==> config.mk <==
export PLATFORM = sky130hd
export DESIGN_NAME = joint_slew_position_commander
export DESIGN_NICKNAME = d
export VERILOG_FILES = /design/src/rtl/jsp_pkg.sv /design/src/rtl/jsp_ram.sv /design/src/rtl/jsp_store.sv /design/src/rtl/jsp_arith.sv /design/src/rtl/joint_slew_position_commander.sv
export SDC_FILE = /design/constraint.sdc
export NUM_CORES = 2
export LEC_CHECK = 0
export BUFFER_PORTS_ARGS = -buffer_cell sky130_fd_sc_hd__clkbuf_2
export CAP_MARGIN = 40
export CORE_MARGIN = 1
export CORE_UTILIZATION = 56
export CTS_CLUSTER_SIZE = 40
export DETAILED_ROUTE_END_ITERATION = 12
export PLACE_DENSITY_LB_ADDON = 0.25
export SETUP_SLACK_MARGIN = 0.5
export SLEW_MARGIN = 25
export SYNTH_ARGS = -nofsm -noshare
export SYNTH_HDL_FRONTEND = slang
export SYNTH_SLANG_ARGS = --single-unit
==> constraint.sdc <==
create_clock -name clk -period 11 [get_ports clk]
set_input_delay 0.55 -clock clk [delete_from_list [all_inputs] [get_ports clk]]
set_output_delay 0.55 -clock clk [all_outputs]
set_load 0.05 [all_outputs]
==> src/rtl/jsp_pkg.sv <==
package jsp_pkg;

    localparam logic [1:0] ACT_TICK    = 2'd0;
    localparam logic [1:0] ACT_SET     = 2'd1;
    localparam logic [1:0] ACT_REQUEST = 2'd2;
    localparam logic [1:0] ACT_REPLY   = 2'd3;

    localparam logic [1:0] CFG_STEP_SIZE   = 2'd0;
    localparam logic [1:0] CFG_MAX_SPEED   = 2'd1;
    localparam logic [1:0] CFG_ENABLE_MASK = 2'd2;

    localparam logic [15:0] STEP_SIZE_RESET = 16'd30;
    localparam logic [15:0] MAX_SPEED_RESET = 16'd30;
    localparam logic [6:0]  ENABLE_RESET    = 7'd126;

    localparam logic [7:0]  OP_POSITION  = 8'hA4;
    localparam logic [7:0]  OP_READ      = 8'h92;
    localparam logic [10:0] REPLY_OFFSET = 11'h100;

    // 18000/pi in Q16, rounded
    localparam logic [28:0] CDEG_PER_RAD_Q16 = 29'd375493621;

    localparam int MASK_W = 7;

    typedef struct packed {
        logic [1:0]         action;
        logic [2:0]         joint;
        logic signed [31:0] rel_angle_rad;
        logic [10:0]        reply_can_id;
        logic [7:0]         reply_opcode;
        logic signed [31:0] reply_angle;
    } req_t;

    typedef struct packed {
        logic [10:0]        dest_id;
        logic [7:0]         command_code;
        logic [15:0]        speed_limit;
        logic signed [31:0] command_angle;
        logic               last;
    } rsp_t;

    typedef struct packed {
        logic signed [31:0] initial_angle;
        logic signed [31:0] target_angle;
        logic signed [31:0] current_angle;
    } entry_t;

    function automatic logic [10:0] dest_id_of(input logic [3:0] j);
        logic [10:0] id;
        begin
            case (j)
                4'd0:    id = 11'h141;
                4'd1:    id = 11'h142;
                4'd2:    id = 11'h144;
                4'd3:    id = 11'h145;
                4'd4:    id = 11'h146;
                4'd5:    id = 11'h147;
                4'd6:    id = 11'h148;
                4'd7:    id = 11'h149;
                4'd8:    id = 11'h14A;
                4'd9:    id = 11'h14B;
                4'd10:   id = 11'h14C;
                4'd11:   id = 11'h14D;
                4'd12:   id = 11'h14E;
                4'd13:   id = 11'h14F;
                4'd14:   id = 11'h150;
                default: id = 11'h151;
            endcase
            return id;
        end
    endfunction

endpackage

==> src/rtl/jsp_ram.sv <==
module jsp_ram #(
    parameter int WIDTH = 96,
    parameter int DEPTH = 7,
    localparam int AW = (DEPTH > 1) ? $clog2(DEPTH) : 1
) (
    input  logic                   clk,
    input  logic                   we,
    input  logic [AW-1:0]          waddr,
    input  logic [WIDTH-1:0]       wdata,
    input  logic                   re,
    input  logic [AW-1:0]          raddr,
    output logic [WIDTH-1:0]       rdata
);

    logic [WIDTH-1:0] mem [DEPTH];
    logic [WIDTH-1:0] rdata_reg;

    always_ff @(posedge clk)
    begin
        if (we)
        begin
            mem[waddr] <= wdata;
        end
        if (re)
        begin
            rdata_reg <= mem[raddr];
        end
    end

    assign rdata = rdata_reg;

endmodule

==> src/rtl/jsp_store.sv <==
module jsp_store #(
    parameter int NUM_JOINTS = 7,
    localparam int AW = (NUM_JOINTS > 1) ? $clog2(NUM_JOINTS) : 1
) (
    input  logic              clk,
    input  logic              rst_n,
    input  logic              we,
    input  logic [AW-1:0]     waddr,
    input  jsp_pkg::entry_t   wdata,
    input  logic              re,
    input  logic [AW-1:0]     raddr,
    output jsp_pkg::entry_t   rdata
);

    localparam int EW = $bits(jsp_pkg::entry_t);

    logic [NUM_JOINTS-1:0] valid_reg;
    logic                  rd_valid_reg;
    logic [EW-1:0]         ram_q;

    jsp_ram #(
        .WIDTH (EW),
        .DEPTH (NUM_JOINTS)
    ) u_ram (
        .clk   (clk),
        .we    (we),
        .waddr (waddr),
        .wdata (wdata),
        .re    (re),
        .raddr (raddr),
        .rdata (ram_q)
    );

    // unwritten entries read as zero
    always_ff @(posedge clk or negedge rst_n)
    begin
        if (!rst_n)
        begin
            valid_reg    <= '0;
            rd_valid_reg <= 1'b0;
        end
        else
        begin
            if (we)
            begin
                valid_reg[waddr] <= 1'b1;
            end
            if (re)
            begin
                rd_valid_reg <= valid_reg[raddr];
            end
        end
    end

    assign rdata = rd_valid_reg ? jsp_pkg::entry_t'(ram_q) : '0;

endmodule

==> src/rtl/jsp_arith.sv <==
module jsp_arith (
    input  jsp_pkg::entry_t    entry,
    input  logic [15:0]        step_size,
    input  logic [28:0]        cdeg_mag,
    input  logic               cdeg_neg,
    output logic signed [31:0] slew_angle,
    output logic signed [31:0] set_angle
);

    logic signed [32:0] err;
    logic signed [32:0] step_s;
    logic signed [32:0] cur_s;
    logic signed [32:0] cdeg;
    logic signed [32:0] sum;

    always_comb
    begin
        cur_s  = 33'(entry.current_angle);
        step_s = $signed({17'b0, step_size});
        err    = 33'(entry.target_angle) - cur_s;
        // a step never passes the target, so no overflow here
        if (err > step_s)
        begin
            slew_angle = 32'(cur_s + step_s);
        end
        else if (err < -step_s)
        begin
            slew_angle = 32'(cur_s - step_s);
        end
        else
        begin
            slew_angle = entry.target_angle;
        end

        cdeg = cdeg_neg ? -$signed({4'b0, cdeg_mag}) : $signed({4'b0, cdeg_mag});
        sum  = 33'(entry.initial_angle) + cdeg;
        if (sum > 33'sh0_7FFF_FFFF)
        begin
            set_angle = 32'sh7FFF_FFFF;
        end
        else if (sum < -33'sh0_8000_0000)
        begin
            set_angle = -32'sh8000_0000;
        end
        else
        begin
            set_angle = 32'(sum);
        end
    end

endmodule

==> src/rtl/joint_slew_position_commander.sv <==
// Seven-channel (NUM_JOINTS) slew-rate position commander. Transactions are taken one at a
// time; req_ready is high only while the block is idle, and the output register lets a
// result wait on rsp_ready while the next transaction is taken. A tick is accepted, then
// visits each joint in turn: an enabled joint is read, then modified and written back
// (through the single read port of the joint state memory), a disabled joint is skipped,
// and an output stall holds the write. A request visits each joint in turn; a set target
// reads the joint and does the 32x29 multiply, then adds and writes; an angle reply
// writes a matching joint. Joint state reads as zero after reset; there is no clearing pass.
module joint_slew_position_commander #(
    parameter int NUM_JOINTS = 7
) (
    input  logic            clk,
    input  logic            rst_n,
    input  logic            cfg_we,
    input  logic [1:0]      cfg_index,
    input  logic [15:0]     cfg_data,
    input  logic            req_valid,
    output logic            req_ready,
    input  jsp_pkg::req_t   req,
    output logic            rsp_valid,
    input  logic            rsp_ready,
    output jsp_pkg::rsp_t   rsp
);

    localparam int JW = (NUM_JOINTS > 1) ? $clog2(NUM_JOINTS) : 1;
    localparam logic [JW-1:0] LAST_J = JW'(NUM_JOINTS - 1);

    localparam logic [2:0] S_IDLE    = 3'd0;
    localparam logic [2:0] S_TICK_RD = 3'd1;
    localparam logic [2:0] S_TICK_WR = 3'd2;
    localparam logic [2:0] S_REQ     = 3'd3;
    localparam logic [2:0] S_SET_RD  = 3'd4;
    localparam logic [2:0] S_SET_WR  = 3'd5;
    localparam logic [2:0] S_REPLY   = 3'd6;

    logic [2:0]      state_reg, state_next;
    logic [JW-1:0]   j_reg, j_next;
    jsp_pkg::req_t   req_reg;
    logic [15:0]     step_size_reg;
    logic [15:0]     max_speed_reg;
    logic [6:0]      mask_reg;
    logic [28:0]     cdeg_reg, cdeg_next;
    logic            neg_reg;
    logic            rsp_valid_reg, rsp_valid_next;
    jsp_pkg::rsp_t   rsp_reg, rsp_next;

    logic                  mem_we, mem_re;
    logic [JW-1:0]         mem_waddr, mem_raddr;
    jsp_pkg::entry_t       mem_wdata, mem_rdata;
    logic signed [31:0]    slew_angle, set_angle;

    logic [NUM_JOINTS-1:0] en_vec;
    logic [NUM_JOINTS-1:0] above_vec;
    logic [15:0]           mask_wide;
    logic                  is_last;
    logic                  out_free;
    logic                  reply_hit;
    logic [JW-1:0]         reply_j;
    logic [31:0]           rel_mag;
    logic [60:0]           product;

    jsp_store #(
        .NUM_JOINTS (NUM_JOINTS)
    ) u_store (
        .clk   (clk),
        .rst_n (rst_n),
        .we    (mem_we),
        .waddr (mem_waddr),
        .wdata (mem_wdata),
        .re    (mem_re),
        .raddr (mem_raddr),
        .rdata (mem_rdata)
    );

    jsp_arith u_arith (
        .entry      (mem_rdata),
        .step_size  (step_size_reg),
        .cdeg_mag   (cdeg_reg),
        .cdeg_neg   (neg_reg),
        .slew_angle (slew_angle),
        .set_angle  (set_angle)
    );

    assign req_ready = (state_reg == S_IDLE);
    assign rsp_valid = rsp_valid_reg;
    assign rsp       = rsp_reg;
    assign out_free  = !rsp_valid_reg || rsp_ready;

    always_comb
    begin
        mask_wide = 16'(mask_reg);
        reply_hit = 1'b0;
        reply_j   = '0;
        for (int i = 0; i < NUM_JOINTS; i++)
        begin
            en_vec[i]    = (i < jsp_pkg::MASK_W) && mask_wide[i];
            above_vec[i] = en_vec[i] && (i > int'(j_reg));
            if (!reply_hit && (req_reg.reply_can_id ==
                jsp_pkg::dest_id_of(4'(i)) + jsp_pkg::REPLY_OFFSET))
            begin
                reply_hit = 1'b1;
                reply_j   = JW'(i);
            end
        end
        is_last = ~|above_vec;
        rel_mag = req_reg.rel_angle_rad[31] ? 32'(-req_reg.rel_angle_rad)
                                            : 32'(req_reg.rel_angle_rad);
        product = 61'(rel_mag) * 61'(jsp_pkg::CDEG_PER_RAD_Q16);
    end

    always_comb
    begin
        state_next     = state_reg;
        j_next         = j_reg;
        cdeg_next      = cdeg_reg;
        rsp_next       = rsp_reg;
        rsp_valid_next = rsp_valid_reg && !rsp_ready;
        mem_we         = 1'b0;
        mem_waddr      = j_reg;
        mem_wdata      = mem_rdata;
        mem_re         = 1'b0;
        mem_raddr      = j_reg;

        unique case (state_reg)
            S_IDLE:
            begin
                j_next = '0;
                if (req_valid)
                begin
                    unique case (req.action)
                        jsp_pkg::ACT_TICK:    state_next = S_TICK_RD;
                        jsp_pkg::ACT_SET:     state_next = S_SET_RD;
                        jsp_pkg::ACT_REQUEST: state_next = S_REQ;
                        default:              state_next = S_REPLY;
                    endcase
                end
            end
            S_TICK_RD:
            begin
                if (en_vec[j_reg])
                begin
                    mem_re     = 1'b1;
                    state_next = S_TICK_WR;
                end
                else if (j_reg == LAST_J)
                begin
                    state_next = S_IDLE;
                end
                else
                begin
                    j_next = j_reg + 1'b1;
                end
            end
            S_TICK_WR:
            begin
                if (out_free)
                begin
                    mem_we                  = 1'b1;
                    mem_wdata.current_angle = slew_angle;
                    rsp_valid_next          = 1'b1;
                    rsp_next.dest_id        = jsp_pkg::dest_id_of(4'(j_reg));
                    rsp_next.command_code   = jsp_pkg::OP_POSITION;
                    rsp_next.speed_limit    = max_speed_reg;
                    rsp_next.command_angle  = slew_angle;
                    rsp_next.last           = is_last;
                    if (j_reg == LAST_J)
                    begin
                        state_next = S_IDLE;
                    end
                    else
                    begin
                        j_next     = j_reg + 1'b1;
                        state_next = S_TICK_RD;
                    end
                end
            end
            S_REQ:
            begin
                if (!en_vec[j_reg] || out_free)
                begin
                    if (en_vec[j_reg])
                    begin
                        rsp_valid_next         = 1'b1;
                        rsp_next.dest_id       = jsp_pkg::dest_id_of(4'(j_reg));
                        rsp_next.command_code  = jsp_pkg::OP_READ;
                        rsp_next.speed_limit   = '0;
                        rsp_next.command_angle = '0;
                        rsp_next.last          = is_last;
                    end
                    if (j_reg == LAST_J)
                    begin
                        state_next = S_IDLE;
                    end
                    else
                    begin
                        j_next = j_reg + 1'b1;
                    end
                end
            end
            S_SET_RD:
            begin
                if (5'(req_reg.joint) < 5'(NUM_JOINTS))
                begin
                    mem_re     = 1'b1;
                    mem_raddr  = JW'(req_reg.joint);
                    cdeg_next  = product[60:32];
                    state_next = S_SET_WR;
                end
                else
                begin
                    state_next = S_IDLE;
                end
            end
            S_SET_WR:
            begin
                mem_we                 = 1'b1;
                mem_waddr              = JW'(req_reg.joint);
                mem_wdata.target_angle = set_angle;
                state_next             = S_IDLE;
            end
            S_REPLY:
            begin
                if (req_reg.reply_opcode == jsp_pkg::OP_READ && reply_hit)
                begin
                    mem_we                  = 1'b1;
                    mem_waddr               = reply_j;
                    mem_wdata.initial_angle = req_reg.reply_angle;
                    mem_wdata.target_angle  = req_reg.reply_angle;
                    mem_wdata.current_angle = req_reg.reply_angle;
                end
                state_next = S_IDLE;
            end
            default:
            begin
                state_next = S_IDLE;
            end
        endcase
    end

    always_ff @(posedge clk or negedge rst_n)
    begin
        if (!rst_n)
        begin
            state_reg     <= S_IDLE;
            j_reg         <= '0;
            rsp_valid_reg <= 1'b0;
            step_size_reg <= jsp_pkg::STEP_SIZE_RESET;
            max_speed_reg <= jsp_pkg::MAX_SPEED_RESET;
            mask_reg      <= jsp_pkg::ENABLE_RESET;
        end
        else
        begin
            state_reg     <= state_next;
            j_reg         <= j_next;
            rsp_valid_reg <= rsp_valid_next;
            if (cfg_we)
            begin
                unique case (cfg_index)
                    jsp_pkg::CFG_STEP_SIZE:   step_size_reg <= cfg_data;
                    jsp_pkg::CFG_MAX_SPEED:   max_speed_reg <= cfg_data;
                    jsp_pkg::CFG_ENABLE_MASK: mask_reg      <= cfg_data[6:0];
                    default:                  ;
                endcase
            end
        end
    end

    always_ff @(posedge clk)
    begin
        rsp_reg  <= rsp_next;
        cdeg_reg <= cdeg_next;
        if (req_valid && req_ready)
        begin
            req_reg <= req;
            neg_reg <= req.rel_angle_rad[31];
        end
    end

endmodule

==> metrics.txt <==
Longest Clk Path Bufs=3; GPL Wtd Cong=1.001; Setup violations, final=0; Top FF cell, synth=edfxtp_1; MaxCap Viol Count=0; final net count=7247; first-pass GRT wire length=284600 microns; cell mode on critical path=inv_1; RSZ-0062 raised after global routing=no; CP Max Fanout=6; Global Route Usage Sum=32.51%; Yosys warnings=0; via count=47.44k; Worst Setup Path Type=reg2reg; Slew @ Worst Pin=1119 ps; number of flip-flops in the largest register=672; Routed Antenna Nets=0; number of port buffers=169; worst slack, placed=618.8 ps; # fillers=9076; clock transition at the registers of the reported paths=60 ps; pin count of the biggest net entering global routing=197; Core ar.=0.1148 sq mm; clk_lat worst skew=750 ps; CTS H-tree depth=3; CTS tree=done; hold_ws=28.88 ps; Initial DRC Count=4603; FF+latch count, synth=992; vias in the first global route=46.19k; fin crit period=9883 ps; row count=124; Worst EP arrival=10340 ps; gate count of the mapped netlist=5984; slowest CP cell=or4_1; reg2reg start=req_reg[53]$_DFFE_PP_; final-report hold violation count=0; hpwl dp=139000 microns; DRC=0; Root Buffer=clkbuf_16; io pins=181; TritonRoute pass-1 iters=6; Die Height=342.8 microns; post-CTS setup buffers=0; launch point of the worst path=req_reg[53]$_DFFE_PP_; register area share after synthesis=45.40%; fin. max-slew vios=0; f_max=101.2 MHz; final setup TNS=0 ps; Max-slew headroom=25.40%; # clock sinks=992; Synth async-reset ratio=5.444%; WL per Instance=24.55 microns; CP peak stage delay=550 ps; Tcrit/Tclk final=89.84%; Netlist Area Pre-Place=0.06505 sq mm; Syn Area/Cell=10.87 sq um; chip width=342.8 microns; Post-synth EDFFs=938; share of layout cells above drive strength 1=9.036%; die area=0.1175 sq mm; DR vias/cell=6.080; grt ovf=0; final setup margin=1117 ps; initial antenna violation count=6; clk_skew=37.58 ps; Initial Util=56.66%; Setup crit end kind=register; area grow syn2layout=10.93%; Hold WC Path Type=in2reg; hold_sp=req[21]; Routed WL=191600 microns; status=complete, no violations; Netlist cell types=103; worst path required time=11450 ps; Num CTS Buffers=100; CP Launch Type=register
-- final timing paths --
check | to | slack [ps] | cells past startpoint
max in group asynchronous | u_store.rd_valid_reg$_DFFE_PN0P_ | 9940 | 3
min reg2reg | u_store.valid_reg[2]$_DFFE_PN0P_ | 470 | 1
max reg2reg | cdeg_reg[17]$_DFFE_PP_ | 1120 | 37
min in group asynchronous | u_store.valid_reg[2]$_DFFE_PN0P_ | 520 | 3
max | cdeg_reg[17]$_DFFE_PP_ | 1120 | 37
min | req_reg[21]$_DFFE_PP_ | 30 | 1
-- through the flow --
stage	utilization, %	cells	instance area, sq um
finish	62.86	7802	72160
CTS	62.65	7781	71930
global route	62.85	7798	72150
detailed placement	59.15	7518	67910
global placement	58.87	7499	67590
floorplan	-	5993	65090
-- metal layers --
metal / global-route usage, % / share of wire (%)
met1: 43.53 / 40
met2: 52.78 / 47
met3: 5.530 / 8.5
met4: 13.14 / 4.2
met5: 0 / 0.024
-- cells in the final DEF (no fill, tap or decap), types with 17 or more instances in the layout --
master	n
edfxtp_1	938
nand2_1	862
inv_1	658
ha_1	546
fa_1	388
a21oi_1	375
nand3_1	343
o21ai_0	270
nor2_1	184
clkbuf_2	171
xnor2_1	128
clkbuf_16	100
a21o_1	86
buf_4	84
nor3_1	83
dlygate4sd3_1	77
and2_1	59
xor2_1	56
o211ai_1	49
nand4_1	43
dfrtp_1	39
mux2_2	38
o31ai_1	34
o21a_1	31
clkinv_1	27
or3_1	26
a31oi_1	26
nor2b_1	25
a211oi_1	24
and3_1	23
mux2i_1	23
o221ai_1	22
nor4_1	20
nand2b_1	20
a22oi_1	19
or4_1	17
clkbuf_1	17
-- cell type report --
type,count,area [sq um],area share [%]
Timing Repair Buffer,369,2786,3.861
Clock buffer,117,2566,3.556
Inverter,659,2474,3.428
Antenna cell,4,10.01,0.01387
Tap cell,1512,1892,2.622
Multi-Input combinational cell,4080,32210,44.63
Clock inverter,69,686.9,0.9519
Sequential cell,992,29540,40.93
-- critical path: cells and delay by family (launching register included) --
family	cells	cell delay (ps)
buf+inv	10	830
xor+xnor	2	270
fa+ha+maj	9	4340
simple gates	7	2140
flops	1	480
compound gates	9	1570
-- cells by family (layout without fill, tap and decap cells) --
kind of cell	after synthesis	after routing	synth area share, %
compound gates	1103	1103	10.54
xor+xnor	187	187	2.518
fa+ha+maj	934	934	22.44
buf+inv	921	1214	5.510
flops	992	992	45.40
mux	62	62	1.046
other cells	2	15	0.01154
simple gates	1783	1783	12.53
-- Yosys cell counts, types with 61 or more instances --
cell type,number,area (sq um)
clkbuf_1,205,769.5
a21oi_1,376,1882
nand2_1,862,3236
inv_1,658,2470
a21o_1,86,645.6
edfxtp_1,938,28170
fa_1,388,7767
xnor2_1,130,1139
o21ai_0,270,1351
nor2_1,187,701.9
nor3_1,87,435.4
nand3_1,343,1717
ha_1,546,6832
and2_1,61,381.6
-- timing repair --
action | CTS | global route
endpoints found under the setup margin | 0 | 18
gates resized for setup | 0 | 9
endpoints found under the hold margin | 116 | 0
hold buffers | 77 | 0
Power is not shown: default switching activity piles up to over one toggle a cycle in this logic, so the estimate is an artifact.
